[config.mk]
export PLATFORM = sky130hd
export DESIGN_NAME = motor_gear_duty_with_kick_start
export DESIGN_NICKNAME = d
export VERILOG_FILES = /design/src/hw/rtl/mgd_pkg.sv /design/src/hw/rtl/motor_gear_duty_with_kick_start.sv
export SDC_FILE = /design/constraint.sdc
export NUM_CORES = 1
export LEC_CHECK = 0
export BUFFER_PORTS_ARGS = -buffer_cell sky130_fd_sc_hd__buf_2
export CELL_PAD_IN_SITES_DETAIL_PLACEMENT = 0
export CELL_PAD_IN_SITES_GLOBAL_PLACEMENT = 2
export CORE_ASPECT_RATIO = 0.9
export CORE_UTILIZATION = 30
export CTS_BUF_LIST = sky130_fd_sc_hd__clkbuf_4
export DETAILED_ROUTE_END_ITERATION = 7
export PLACE_DENSITY_LB_ADDON = 0.1
export SLEW_MARGIN = 20
export SYNTH_ARGS = -nofsm -noshare
export SYNTH_HDL_FRONTEND = slang
export SYNTH_SLANG_ARGS = --single-unit
[constraint.sdc]
create_clock -name clk -period 11.1 [get_ports clk]
set_input_delay 1.665 -clock clk [delete_from_list [all_inputs] [get_ports clk]]
set_output_delay 1.665 -clock clk [all_outputs]
set_load 0.03 [all_outputs]
[src/hw/rtl/mgd_pkg.sv]
// Shared types and constants for the motor gear duty block.
// No dependencies; imported by motor_gear_duty_with_kick_start.
package mgd_pkg;

	localparam int DUTY_W     = 10;
	localparam int GEAR_W     = 8;
	localparam int TICKS_W    = 8;
	localparam int CFG_IDX_W  = 2;
	localparam int CFG_DATA_W = 10;

	localparam logic [DUTY_W-1:0] DUTY_LIMIT = 10'd1000;
	localparam logic [DUTY_W-1:0] FLOOR_MIN  = 10'd100;

	localparam int GEAR_COUNT_DEF = 50;

	localparam logic [DUTY_W-1:0]  FLOOR_RST      = 10'd280;
	localparam logic [DUTY_W-1:0]  CEILING_RST    = 10'd380;
	localparam logic [DUTY_W-1:0]  KICK_DUTY_RST  = 10'd600;
	localparam logic [TICKS_W-1:0] KICK_TICKS_RST = 8'd20;

	typedef enum logic [1:0] {
		KIND_GEAR = 2'd0,
		KIND_TICK = 2'd1,
		KIND_RAW  = 2'd2
	} kind_t;

	typedef enum logic [CFG_IDX_W-1:0] {
		REG_DUTY_FLOOR   = 2'd0,
		REG_DUTY_CEILING = 2'd1,
		REG_KICK_DUTY    = 2'd2,
		REG_KICK_TICKS   = 2'd3
	} cfg_reg_t;

	function automatic logic [DUTY_W-1:0] sat_duty(input logic [DUTY_W-1:0] v);
		return (v > DUTY_LIMIT) ? DUTY_LIMIT : v;
	endfunction

endpackage

[src/hw/rtl/motor_gear_duty_with_kick_start.sv]
// Motor duty controller: gear mapping, raw duty requests and a timed kick start.
// Depends on mgd_pkg for constants, the command kind enum and register indexes.
//
// Usage:
//   s_axis carries commands: tuser holds the kind (set gear, tick, set raw duty),
//   tdata holds the gear and the raw duty. Every accepted beat yields exactly one
//   m_axis beat with the duty now applied and whether the kick is still running.
//   cfg_we/cfg_index/cfg_data write the floor, ceiling, kick duty and kick length;
//   write them only while no command is in flight.
// Throughput:
//   One command is taken every cycle while m_axis_tready is high: the first stage
//   forms the interpolation product, the second divides it by the gear span
//   through a reciprocal multiply, the third updates the duty, goal and kick
//   countdown and loads the output register.
// Reset:
//   Applied duty, goal duty and kick countdown clear to zero, the registers load
//   their default values, and the pipeline empties.
// Stall:
//   While m_axis_tready is low the result holds; the pipeline keeps filling and
//   s_axis_tready drops once all three stages hold a beat.
module motor_gear_duty_with_kick_start
	import mgd_pkg::*;
#(
	parameter int GEAR_COUNT = GEAR_COUNT_DEF
) (
	input  logic                  clk,
	input  logic                  arst_n,
	// configuration
	input  logic                  cfg_we,
	input  logic [CFG_IDX_W-1:0]  cfg_index,
	input  logic [CFG_DATA_W-1:0] cfg_data,
	// commands
	input  logic                  s_axis_tvalid,
	output logic                  s_axis_tready,
	input  logic [23:0]           s_axis_tdata,  // [7:0] gear, [17:8] raw_duty, rest zero
	input  logic [1:0]            s_axis_tuser,  // [1:0] kind
	// results
	output logic                  m_axis_tvalid,
	input  logic                  m_axis_tready,
	output logic [15:0]           m_axis_tdata   // [9:0] duty, [10] kick_active, rest zero
);

	localparam int SPAN   = GEAR_COUNT - 1;
	localparam int SPAN_W = (GEAR_COUNT > 2) ? $clog2(GEAR_COUNT) : 1;
	localparam int NUM_W  = DUTY_W + SPAN_W + 1;
	localparam int SHIFT  = NUM_W + SPAN_W;
	localparam int PROD_W = NUM_W + SHIFT + 1;
	localparam logic [SHIFT:0] RECIP = (SHIFT+1)'(((64'd1 << SHIFT) + SPAN - 1) / SPAN);
	localparam logic [NUM_W-1:0]  HALF_SPAN = NUM_W'(SPAN / 2);
	localparam logic [GEAR_W-1:0] GEAR_MAX  = GEAR_W'(GEAR_COUNT);

	// configuration registers
	logic [DUTY_W-1:0]  duty_floor_q, duty_ceiling_q, kick_duty_q;
	logic [TICKS_W-1:0] kick_ticks_q;

	always_ff @(posedge clk or negedge arst_n) begin
		if (!arst_n) begin
			duty_floor_q   <= FLOOR_RST;
			duty_ceiling_q <= CEILING_RST;
			kick_duty_q    <= KICK_DUTY_RST;
			kick_ticks_q   <= KICK_TICKS_RST;
		end else if (cfg_we) begin
			case (cfg_reg_t'(cfg_index))
				REG_DUTY_FLOOR:   duty_floor_q   <= cfg_data;
				REG_DUTY_CEILING: duty_ceiling_q <= cfg_data;
				REG_KICK_DUTY:    kick_duty_q    <= cfg_data;
				REG_KICK_TICKS:   kick_ticks_q   <= cfg_data[TICKS_W-1:0];
				default: ;
			endcase
		end
	end

	// pipeline handshake
	logic v_s1, v_s2, out_v_q;
	logic out_rdy, s2_rdy, s1_rdy, upd;

	assign out_rdy       = !out_v_q || m_axis_tready;
	assign s2_rdy        = !v_s2 || out_rdy;
	assign s1_rdy        = !v_s1 || s2_rdy;
	assign s_axis_tready = s1_rdy;
	assign upd           = v_s2 && out_rdy;

	always_ff @(posedge clk or negedge arst_n) begin
		if (!arst_n) begin
			v_s1    <= 1'b0;
			v_s2    <= 1'b0;
			out_v_q <= 1'b0;
		end else begin
			if (s1_rdy)
				v_s1 <= s_axis_tvalid;
			if (s2_rdy)
				v_s2 <= v_s1;
			if (out_rdy)
				out_v_q <= v_s2;
		end
	end

	// stage 0: effective floor/ceiling and interpolation numerator
	logic [GEAR_W-1:0] in_gear, gear_c;
	logic [DUTY_W-1:0] in_raw, ceil_v, floor_c, floor_v, diff;
	logic [SPAN_W-1:0] gm1;
	logic [NUM_W-1:0]  num;
	logic              flat;

	assign in_gear = s_axis_tdata[7:0];
	assign in_raw  = s_axis_tdata[17:8];

	always_comb begin
		ceil_v  = sat_duty(duty_ceiling_q);
		floor_c = (duty_floor_q < FLOOR_MIN) ? FLOOR_MIN : duty_floor_q;
		floor_v = (floor_c > ceil_v) ? ceil_v : floor_c;
		flat    = (ceil_v <= floor_v);
		diff    = ceil_v - floor_v;
		gear_c  = (in_gear > GEAR_MAX) ? GEAR_MAX : in_gear;
		gm1     = SPAN_W'(gear_c - GEAR_W'(1));
		num     = NUM_W'(diff) * NUM_W'(gm1) + HALF_SPAN;
	end

	kind_t             kind_s1, kind_s2;
	logic              gear_zero_s1, flat_s1;
	logic [DUTY_W-1:0] floor_s1, raw_s1, d_s2;
	logic [NUM_W-1:0]  num_s1;

	always_ff @(posedge clk) begin
		if (s1_rdy) begin
			kind_s1      <= kind_t'(s_axis_tuser);
			gear_zero_s1 <= (in_gear == '0);
			flat_s1      <= flat;
			floor_s1     <= floor_v;
			raw_s1       <= sat_duty(in_raw);
			num_s1       <= num;
		end
	end

	// stage 1: divide by the span through a reciprocal multiply
	logic [PROD_W-1:0] prod;
	logic [DUTY_W-1:0] quot, d_next;

	assign prod = PROD_W'(num_s1) * PROD_W'(RECIP);
	assign quot = prod[SHIFT +: DUTY_W];

	always_comb begin
		case (kind_s1)
			KIND_GEAR: begin
				if (gear_zero_s1)
					d_next = '0;
				else if (flat_s1)
					d_next = floor_s1;
				else
					d_next = floor_s1 + quot;
			end
			KIND_RAW: d_next = raw_s1;
			default:  d_next = '0;
		endcase
	end

	always_ff @(posedge clk) begin
		if (s2_rdy) begin
			kind_s2 <= kind_s1;
			d_s2    <= d_next;
		end
	end

	// stage 2: state update
	logic [DUTY_W-1:0]  applied_q, goal_q, applied_nx, goal_nx;
	logic [TICKS_W-1:0] kick_q, kick_nx;

	always_comb begin
		applied_nx = applied_q;
		goal_nx    = goal_q;
		kick_nx    = kick_q;
		case (kind_s2)
			KIND_GEAR: begin
				goal_nx = d_s2;
				if (d_s2 == '0) begin
					kick_nx    = '0;
					applied_nx = '0;
				end else if (applied_q == '0) begin
					applied_nx = sat_duty(kick_duty_q);
					kick_nx    = (kick_ticks_q == '0) ? TICKS_W'(1) : kick_ticks_q;
				end else begin
					applied_nx = d_s2;
				end
			end
			KIND_TICK: begin
				if (kick_q != '0) begin
					kick_nx = kick_q - TICKS_W'(1);
					// countdown ends: drop to the goal
					if (kick_q == TICKS_W'(1))
						applied_nx = goal_q;
				end
			end
			KIND_RAW: begin
				kick_nx    = '0;
				goal_nx    = d_s2;
				applied_nx = d_s2;
			end
			default: ;
		endcase
	end

	always_ff @(posedge clk or negedge arst_n) begin
		if (!arst_n) begin
			applied_q <= '0;
			goal_q    <= '0;
			kick_q    <= '0;
		end else if (upd) begin
			applied_q <= applied_nx;
			goal_q    <= goal_nx;
			kick_q    <= kick_nx;
		end
	end

	logic [DUTY_W-1:0] out_duty_q;
	logic              out_kick_q;

	always_ff @(posedge clk) begin
		if (upd) begin
			out_duty_q <= applied_nx;
			out_kick_q <= (kick_nx != '0);
		end
	end

	assign m_axis_tvalid = out_v_q;
	assign m_axis_tdata  = {5'd0, out_kick_q, out_duty_q};

	// checks
	a_kick_end_goal: assert property (@(posedge clk) disable iff (!arst_n)
		(upd && kind_s2 == KIND_TICK && kick_q == TICKS_W'(1)) |=> (applied_q == goal_q))
		else $error("kick end did not apply the goal duty");

	a_out_matches_state: assert property (@(posedge clk) disable iff (!arst_n)
		upd |=> (m_axis_tdata[9:0] == applied_q && m_axis_tdata[10] == (kick_q != '0)))
		else $error("result beat differs from updated state");

	a_kick_start_by_gear: assert property (@(posedge clk) disable iff (!arst_n)
		(kick_q != '0 && $past(kick_q) == '0) |-> $past(upd && kind_s2 == KIND_GEAR))
		else $error("kick started without a gear beat");

endmodule
* Word-level counts from Yosys, hierarchy flattened
Index checks and enable logic that the tools add are counted.
** Storage, ports and cells
- Flip-flop bits (word level) :: 133
- Input port bits :: 43
- Output and inout bits :: 18
- Logic and storage cells :: 81
** Cells by class
- Add/sub/neg operators :: 5
- $mul :: 2
- Magnitude comparators :: 7
- Equal/unequal tests :: 7
- Mux-type cells :: 18
- Reductions and logical operators :: 22
** Operators by type and width (count)
- two-way mux 10 bit :: 10
- multiplier 17 x 18 -> 33 bit (second input constant) :: 1
- two-way mux 8 bit :: 4
- > comparator 10 bit (second input constant) :: 3
- one-hot mux 10 bit (3 select lines) :: 1
- one-hot mux 8 bit (3 select lines) :: 1
- logical NOT 10 bit :: 2
- one-hot mux 10 bit (2 select lines) :: 1
- adder 16 x 5 -> 17 bit (second input constant) :: 1
- logical NOT 8 bit :: 2
- multiplier 10 x 6 -> 16 bit :: 1
- nonzero test 8 bit :: 2
- adder 10 bit :: 1
- > comparator 10 bit :: 1
- <= comparator 10 bit :: 1
- < comparator 10 x 7 -> 1 bit (second input constant) :: 1
- AND reduction 2 bit :: 5
- subtractor 10 bit :: 1
- equality test 2 bit (second input constant) :: 4
- equality test 8 x 1 -> 1 bit (second input constant) :: 1
- > comparator 8 x 6 -> 1 bit (second input constant) :: 1
- subtractor 8 x 1 -> 8 bit (second input constant) :: 1
- logical NOT 2 bit :: 3
- two-way mux 6 bit :: 1
- other kinds (6) :: 11

* Logic depth before layout (Yosys ltp)
Gate-level depths: netlist of run 1.
- Depth after elaboration :: 7
- Depth in mapped cells :: 39
- Depth with buffers taken out :: 37

* Worst setup path before layout of run 1
No wires, ideal clock.
- Kind :: register to register
- From :: register duty_ceiling_q[6]
- To :: register num_s1[13], data pin
- Setup time :: 0.258 ns
- Arrival :: 7.205 ns
- Data required time :: 10.842 ns
- Path slack :: 3.637 ns
- Cell stages (with the launch flop) :: 34
- Path buffers :: 2
- Period minus slack after synthesis :: 7.463 ns
- Cell sequence :: dfstp_2 -> and3_1 -> nand3_1 -> o21bai_1 -> nor2b_1 -> ha_1 -> maj3_2 -> a21oi_1 -> a21oi_1 -> o32ai_1 -> buf_4 -> buf_12 -> mux2i_1 -> ha_1 -> nor2b_1 -> o21ai_1 -> a21boi_1 -> o21ai_1 -> nand2b_1 -> and3_1 -> o2111a_1 -> a211oi_1 -> nor2_1 -> fa_1 -> fa_1 -> fa_1 -> ha_1 -> ha_1 -> or2_2 -> o311a_1 -> o21a_1 -> o21ai_1 -> nor2b_1 -> xnor2_1
** Between the ends
- Word-level cells in the longest chain between the ends :: 7
** RTL lines
- start: declaration :: line motor_gear_duty_with_kick_start.sv:53 : logic [DUTY_W-1:0] duty_floor_q, duty_ceiling_q, kick_duty_q;
- start signal: assignment :: line motor_gear_duty_with_kick_start.sv:65 : REG_DUTY_CEILING: duty_ceiling_q <= cfg_data;
- > comparator 10 bit :: line mgd_pkg.sv:35 : return (v > DUTY_LIMIT) ? DUTY_LIMIT : v;
- two-way mux 10 bit * :: line mgd_pkg.sv:35
- > comparator 10 bit :: line motor_gear_duty_with_kick_start.sv:111 : floor_v = (floor_c > ceil_v) ? ceil_v : floor_c;
- two-way mux 10 bit :: line motor_gear_duty_with_kick_start.sv:111
- subtractor 10 bit * :: line motor_gear_duty_with_kick_start.sv:113 : diff = ceil_v - floor_v;
- multiplier 10 x 6 -> 16 bit * :: line motor_gear_duty_with_kick_start.sv:116 : num = NUM_W'(diff) * NUM_W'(gm1) + HALF_SPAN;
- adder 16 x 5 -> 17 bit * :: line motor_gear_duty_with_kick_start.sv:116
- net num[13] :: line motor_gear_duty_with_kick_start.sv:102 : logic [NUM_W-1:0] num;
- end signal: assignment :: line motor_gear_duty_with_kick_start.sv:131 : num_s1 <= num;
- end: declaration :: line motor_gear_duty_with_kick_start.sv:122 : logic [NUM_W-1:0] num_s1;
Mark *: on every way through the listed nets, which the timed path passes. The rest lies on a longest branch.
A chain may end at the register's enable or synchronous reset.

* Final worst setup path of run 1
- From :: register duty_floor_q[9]
- To :: register num_s1[16], data pin
** Between the ends
- Word-level cells in the longest chain between the ends :: 7
** RTL lines
- start: declaration :: line motor_gear_duty_with_kick_start.sv:53
- start signal: assignment :: line motor_gear_duty_with_kick_start.sv:64 : REG_DUTY_FLOOR: duty_floor_q <= cfg_data;
- < comparator 10 x 7 -> 1 bit :: line motor_gear_duty_with_kick_start.sv:110 : floor_c = (duty_floor_q < FLOOR_MIN) ? FLOOR_MIN : duty_floor_q;
- two-way mux 10 bit * :: line motor_gear_duty_with_kick_start.sv:110
- > comparator 10 bit :: line motor_gear_duty_with_kick_start.sv:111
- two-way mux 10 bit * :: line motor_gear_duty_with_kick_start.sv:111
- net floor_v[0] :: line motor_gear_duty_with_kick_start.sv:100 : logic [DUTY_W-1:0] in_raw, ceil_v, floor_c, floor_v, diff;
- subtractor 10 bit * :: line motor_gear_duty_with_kick_start.sv:113
- multiplier 10 x 6 -> 16 bit * :: line motor_gear_duty_with_kick_start.sv:116
- adder 16 x 5 -> 17 bit * :: line motor_gear_duty_with_kick_start.sv:116
- net num[16] :: line motor_gear_duty_with_kick_start.sv:102
Marks and branches as above.

==> summary.md, run 1 <==
| Metric | Value |
|---|---|
| Finished Layout Cells | 1999 |
| Leading area contributor after synthesis | fa_1 |
| MaxCap Viol Count | 0 |
| Htree depth | 4 |
| Die width | 230 µm |
| Worst skew pair latency | 0.59 ns |
| Hold Path Stages | 1 |
| EDFF count, synth | 64 |
| Mapped cell area | 14000 µm² |
| Crit path required time | 11.42 ns |
| Worst Path Buf+Inv | 1 |
| Reg2reg path depth | 34 |
| Critical path's top delay family | compound AO/OA/AOI/OAI gates |
| Top_reg_cell synth | edfxtp_1 |
| Largest net degree at the start of global routing | 70 |
| Slew @ Worst Pin | 1.07 ns |
| Die H | 207 µm |
| Longest Clk Path Bufs | 2 |
| Seq/Total Area, Yosys | 26.2% |
| Post-Syn Instances | 1336 |
| Gpl congestion | 0.808 |
| Setup repair bufs after CTS | 0 |
| Area grow syn2layout | 8.49% |
| Fin crit period | 8.62 ns |
| CTS Hold Bufs | 0 |
| Synthesized flop and latch total | 133 |
| I/O pin cnt | 61 |
| Mean Syn Cell Area | 10.5 µm² |
| Nets@finish | 1769 |
| Total number of vias | 9144 |
| Final Util | 33.3% |
| Num CTS Buffers | 17 |
| CTS tree | done |
| Yosys cell types | 75 |
| Fin Setup TNS | 0 ns |
| Dpl cells | 1964 |
| Initial DRC count | 444 |
| Status | finished clean |
| FMAX | 0.116 GHz |
| Max-slew headroom | 29.0% |
| Slew Limit Fails | 0 |
| Clock-pin slew on the worst setup and hold paths | 0.14 ns |
| Total global routing overflow | 0 |
| Clk root buf | clkbuf_4 |
| Vias in the first global route | 9787 |
| Core Area | 45700 µm² |
| Fin. Hold Viols | 0 |
| CP Capture Type | flip-flop |
| Yosys warning total | 0 |
| Synth top area cells | fa_1 (21%), ha_1 (18%), edfxtp_1 (14%), dfrtp_1 (9.6%), inv_1 (6.2%) |
| Worst path depth | 34 |
| Die ar. | 47600 µm² |
| Slowest stage cell, crit path | o32ai_4 |
| Routed WL | 34800 µm |
| Initial antenna violation count | 1 |
| Tcrit/Tclk final | 77.7% |
| Crit start category | flip-flop |
| Post_cts resized | 0 |
| Share of cells above drive strength 1 | 13.8% |
| CTS sink cnt | 133 |
| IO Port Bufs | 49 |
| Worst Skew | 0.0406 ns |
| # setup viols final | 0 |
| WL/cell | 17.4 µm |
| Post-route ant nets | 0 |
| RSZ-0062 raised after global routing | no |
| Hold WC Path Type | flip-flop to flip-flop |
| Via/cell ratio | 4.57 |
| Critical path's largest stage delay | 0.60 ns |
| First drt pass iteration count | 5 |
| Initial Util | 30.6% |
| DRC violations left | 0 |
| Worst path arrival time | 8.95 ns |
| Crit Path Class | flip-flop to flip-flop |
| Crit path max fanout | 19 |
| First-pass GRT wire length | 57200 µm |
| FP Rows | 74 |
| Synth top area share | 20.8% |
| Hpwl dp | 29200 µm |
| Gr usage total | 15.6% |
| Asr flop ratio synth | 51.9% |
-- cell usage in the layout (no fill, tap or decap), drive strengths merged, types with 13 or more instances in the layout --
cell and instances:
a21oi 42, buf 57, clkbuf 20, dfrtp 54
dfstp 15, edfxtp 64, fa 146, ha 205
inv 241, mux2 65, mux2i 21, nand2 61
nand2b 14, nand3 17, nor2 89, nor2b 14
nor3 13, o21ai 51, or2 19, xnor2 26
-- cells by family (layout without fill, tap and decap cells) --
group | count (synthesis) | count (layout) | synth area share [%]
AO/OA/AOI/OAI | 169 | 169 | 7.73
XOR/XNOR | 38 | 38 | 2.37
adder cells (fa/ha/maj) | 352 | 352 | 39.2
buffers and inverters | 276 | 324 | 7.80
flip-flops | 133 | 133 | 26.2
multiplexers | 86 | 86 | 6.72
other | 1 | 8 | 0.0268
AND/OR/NAND/NOR | 281 | 281 | 9.96
-- sequential cells by signal, indices dropped and copies added, names as in the netlist, 2 cells and up --
register,count
applied_q,10
d_s2,10
duty_ceiling_q,10
duty_floor_q,10
floor_s1,10
goal_q,10
kick_duty_q,10
kick_q,8
kick_ticks_q,8
kind_s1,2
kind_s2,2
num_s1,17
out_duty_q,10
raw_s1,10
-- final cells by class --
type / count / area (µm²)
diodes: 3 / 7.51
clock buffers: 20 / 150
clock inverters: 12 / 144
fillers: 4770 / 30500
inverters: 235 / 882
multi-input cells: 931 / 9290
flip-flops and latches: 133 / 3670
well taps: 608 / 761
repair buffers: 57 / 305
-- final timing paths --
path	slack, ns	from	end
setup / recovery	2.48	duty_floor_q[9]	num_s1[16]
hold / removal	0.48	v_s1	v_s2
setup reg to reg	2.48	duty_floor_q[9]	num_s1[16]
hold reg to reg	0.48	v_s1	v_s2
max in group asynchronous	9.20	arst_n	applied_q[6]
min in group asynchronous	1.25	arst_n	duty_ceiling_q[7]
-- per-layer routing --
metal / vias to the layer above / GRT usage, % / share of wire [%]
met1: 4513 / 25.6 / 57
met3: 9 / 2.12 / 1.9
li1: 4557 / - / -
met2: 65 / 21.6 / 40
met4: 0 / 2.40 / 0.55
met5: - / 0 / 0
-- cells in the mapped netlist (all sizes together), types with 15 or more instances --
cell	instances
nand2	61
nand3	17
o21ai	51
clkbuf	27
a21oi	42
ha	205
inv	234
mux2	65
edfxtp	64
dfrtp	54
fa	146
xnor2	26
dfstp	15
nor2	89
mux2i	21
or2	19
-- metrics by stage --
stage                     hold WS (ns)  cell area, µm²  setup WS, ns
after CTS                        0.486           15200          2.45
after global routing             0.503           15200          1.75
final                            0.484           15200          2.48
after detailed placement         0.454           14900          2.51
after global placement           0.450           14900          2.46
after floorplan                  0.435           14000          3.64
Power of run 1 is left out: the tool's default activity adds up to more than one toggle a clock period on the data nets, which glitch-free logic cannot reach.
==> run 2: changes to the inputs <==
==> constraint.sdc (replaced) <==
create_clock -name clk -period 7.15 [get_ports clk]
set_input_delay 1.0725 -clock clk [delete_from_list [all_inputs] [get_ports clk]]
set_output_delay 1.0725 -clock clk [all_outputs]
set_load 0.03 [all_outputs]
==> summary.md, run 2 (synthesis gave the netlist of run 1 again) <==
| Metric | Value |
|---|---|
| Routed WL | 36300 µm (was 34800 µm) |
| CTS Hold Bufs | 0 (unchanged) |
| Clk root buf | clkbuf_4 (unchanged) |
| DRC violations left | 0 (unchanged) |
| DP Area | 16300 µm² (was 14900 µm²) |
| Most used cell, CP | a21oi_2 |
| Final Util | 38.5% (was 33.3%) |
| Area grow syn2layout | 25.5% (was 8.49%) |
| Critical path's largest stage delay | 0.56 ns (was 0.60 ns) |
| Total number of vias | 9989 (was 9144) |
| RSZ-0062 raised after global routing | yes (was no) |
| Dpl ws | -0.577 ns (was 2.51 ns) |
| Worst Skew | 0.0242 ns (was 0.0406 ns) |
| Post-route ant nets | 0 (unchanged) |
| Worst skew pair latency | 0.59 ns (about the same) |
| Gr usage total | 15.9% (was 15.6%) |
| First drt pass iteration count | 5 (unchanged) |
| # setup viols final | 7 (was 0) |
| IO Port Bufs | 49 (unchanged) |
| Slowest stage cell, crit path | dfstp_2 (was o32ai_4) |
| Post-route cell area | 17600 µm² (was 15200 µm²) |
| Initial antenna violation count | 1 (unchanged) |
| Max-slew headroom | 35.8% (was 29.0%) |
| Commonest cells after routing, fill and taps aside | inv_1 (228), buf_4 (201), ha_1 (180) (was inv_1 (232), ha_1 (205), fa_1 (146)) |
| Vias in the first global route | 10700 (was 9787) |
| Hold Path Stages | 1 (unchanged) |
| Failing checks | setup timing |
| FMAX | 0.136 GHz (was 0.116 GHz) |
| Slew Limit Fails | 0 (unchanged) |
| Die H | 207 µm (unchanged) |
| Core Area | 45700 µm² (unchanged) |
| Tcrit/Tclk final | 103% (was 77.7%) |
| Fin. Hold Viols | 0 (unchanged) |
| Num CTS Buffers | 17 (unchanged) |
| WL/cell | 16.5 µm (was 17.4 µm) |
| CTS sink cnt | 133 (unchanged) |
| Hold WC Path Type | flip-flop to flip-flop (unchanged) |
| Worst path arrival time | 7.70 ns (was 8.95 ns) |
| Initial DRC count | 355 (was 444) |
| Max reg flops | 17 (unchanged) |
| First-pass GRT wire length | 59000 µm (was 57200 µm) |
| Dpl cells | 2134 (was 1964) |
| Most common cell after layout, fill and taps aside | inv_1 (unchanged) |
| Largest net degree at the start of global routing | 70 (unchanged) |
| Largest Register | num_s1 (unchanged) |
| CTS tree | done (unchanged) |
| Longest Clk Path Bufs | 2 (unchanged) |
| Fill cells | 4623 (was 4770) |
| Fin worst setup slack | -0.225 ns (was 2.48 ns) |
| Gpl congestion | 0.812 (was 0.808) |
| Share of cells above drive strength 1 | 32.1% (was 13.8%) |
| Crit path required time | 7.48 ns (was 11.42 ns) |
| CP Capture Type | flip-flop (unchanged) |
| Nets@finish | 1975 (was 1769) |
| Hpwl dp | 30600 µm (was 29200 µm) |
| Status | finished with violations (was finished clean) |
| Finished Layout Cells | 2203 (was 1999) |
| Reg2reg path depth | 35 (was 34) |
| Via/cell ratio | 4.53 (was 4.57) |
| MaxCap Viol Count | 0 (unchanged) |
| Die ar. | 47600 µm² (unchanged) |
| Crit Path Class | flip-flop to flip-flop (unchanged) |
| Fin crit period | 7.37 ns (was 8.62 ns) |
| Total global routing overflow | 0 (unchanged) |
| Initial Util | 30.6% (unchanged) |
| I/O pin cnt | 61 (unchanged) |
| Clock-pin slew on the worst setup and hold paths | 0.12 ns (was 0.14 ns) |
| Crit path max fanout | 6 (was 19) |
| Htree depth | 4 (unchanged) |
| Die width | 230 µm (unchanged) |
| FP Rows | 74 (unchanged) |
| Crit start category | flip-flop (unchanged) |
| Slew @ Worst Pin | 0.962 ns (was 1.07 ns) |
run 2: cell types whose count changed in the layout (fill, tap and decap cells not counted), sizes merged:
cell,delta
buf,+206
clkbuf,-2
clkinv,+4
clkinvlp,-1
diode,-2
inv,-1
run 2: repair_timing:
item	CTS	global route
pin swaps	76	56
endpoints found under the hold margin	0	0
setup endpoints to repair	11	15
setup buffers	26	11
gates cloned	0	0
gates resized for setup	67	59
run 2: stage by stage:
step           hold slack, ns  setup TNS (ns)
6_report                0.495          -0.971
5_1_grt                 0.529           -4.15
4_1_cts                 0.499           -1.34
3_5_place_dp            0.467           -4.39
3_3_place_gp            0.463           -4.17
2_1_floorplan           0.435         -0.0567
run 2: cell type report:
type,instances,area (µm²),area share [%]
Clock buffer,18,135,0.768
Inverter,235,882,5.02
Sequential cell,133,3670,20.9
Timing Repair Buffer,263,1910,10.9
Clock inverter,14,133,0.754
Multi-Input combinational cell,931,10100,57.4
Antenna cell,1,2.50,0.0142
Tap cell,608,761,4.33
run 2: metal layers:
metal	track usage (%)	vias to the layer above	wire length, µm
li1	-	4950	-
met1	25.1	4961	20200
met2	23.2	66	15300
met3	1.89	12	607
met4	2.90	0	237
met5	0	-	0
run 2: worst max-delay path: cells and delay by family, from the launching register on:
kind | cells | cell delay [ns]
AOI/OAI and AO/OA | 14 | 1.87
xor gates and xnor gates | 1 | 0.08
adders and majority gates | 8 | 2.73
buffers and inverters | 2 | 0.30
DFF | 1 | 0.56
muxes | 1 | 0.21
and+or+nand+nor | 9 | 1.35
run 2: final timing paths:
path	to	slack [ns]	start
worst max-delay path	num_s1[16]	-0.22	duty_ceiling_q[6]
worst min-delay path	v_s2	0.49	v_s1
worst max register to register	num_s1[16]	-0.22	duty_ceiling_q[6]
worst min register to register	v_s2	0.49	v_s1
max in group asynchronous	goal_q[4]	5.79	arst_n
min in group asynchronous	duty_ceiling_q[1]	0.65	arst_n
Power of run 2 is left out for the same reason.
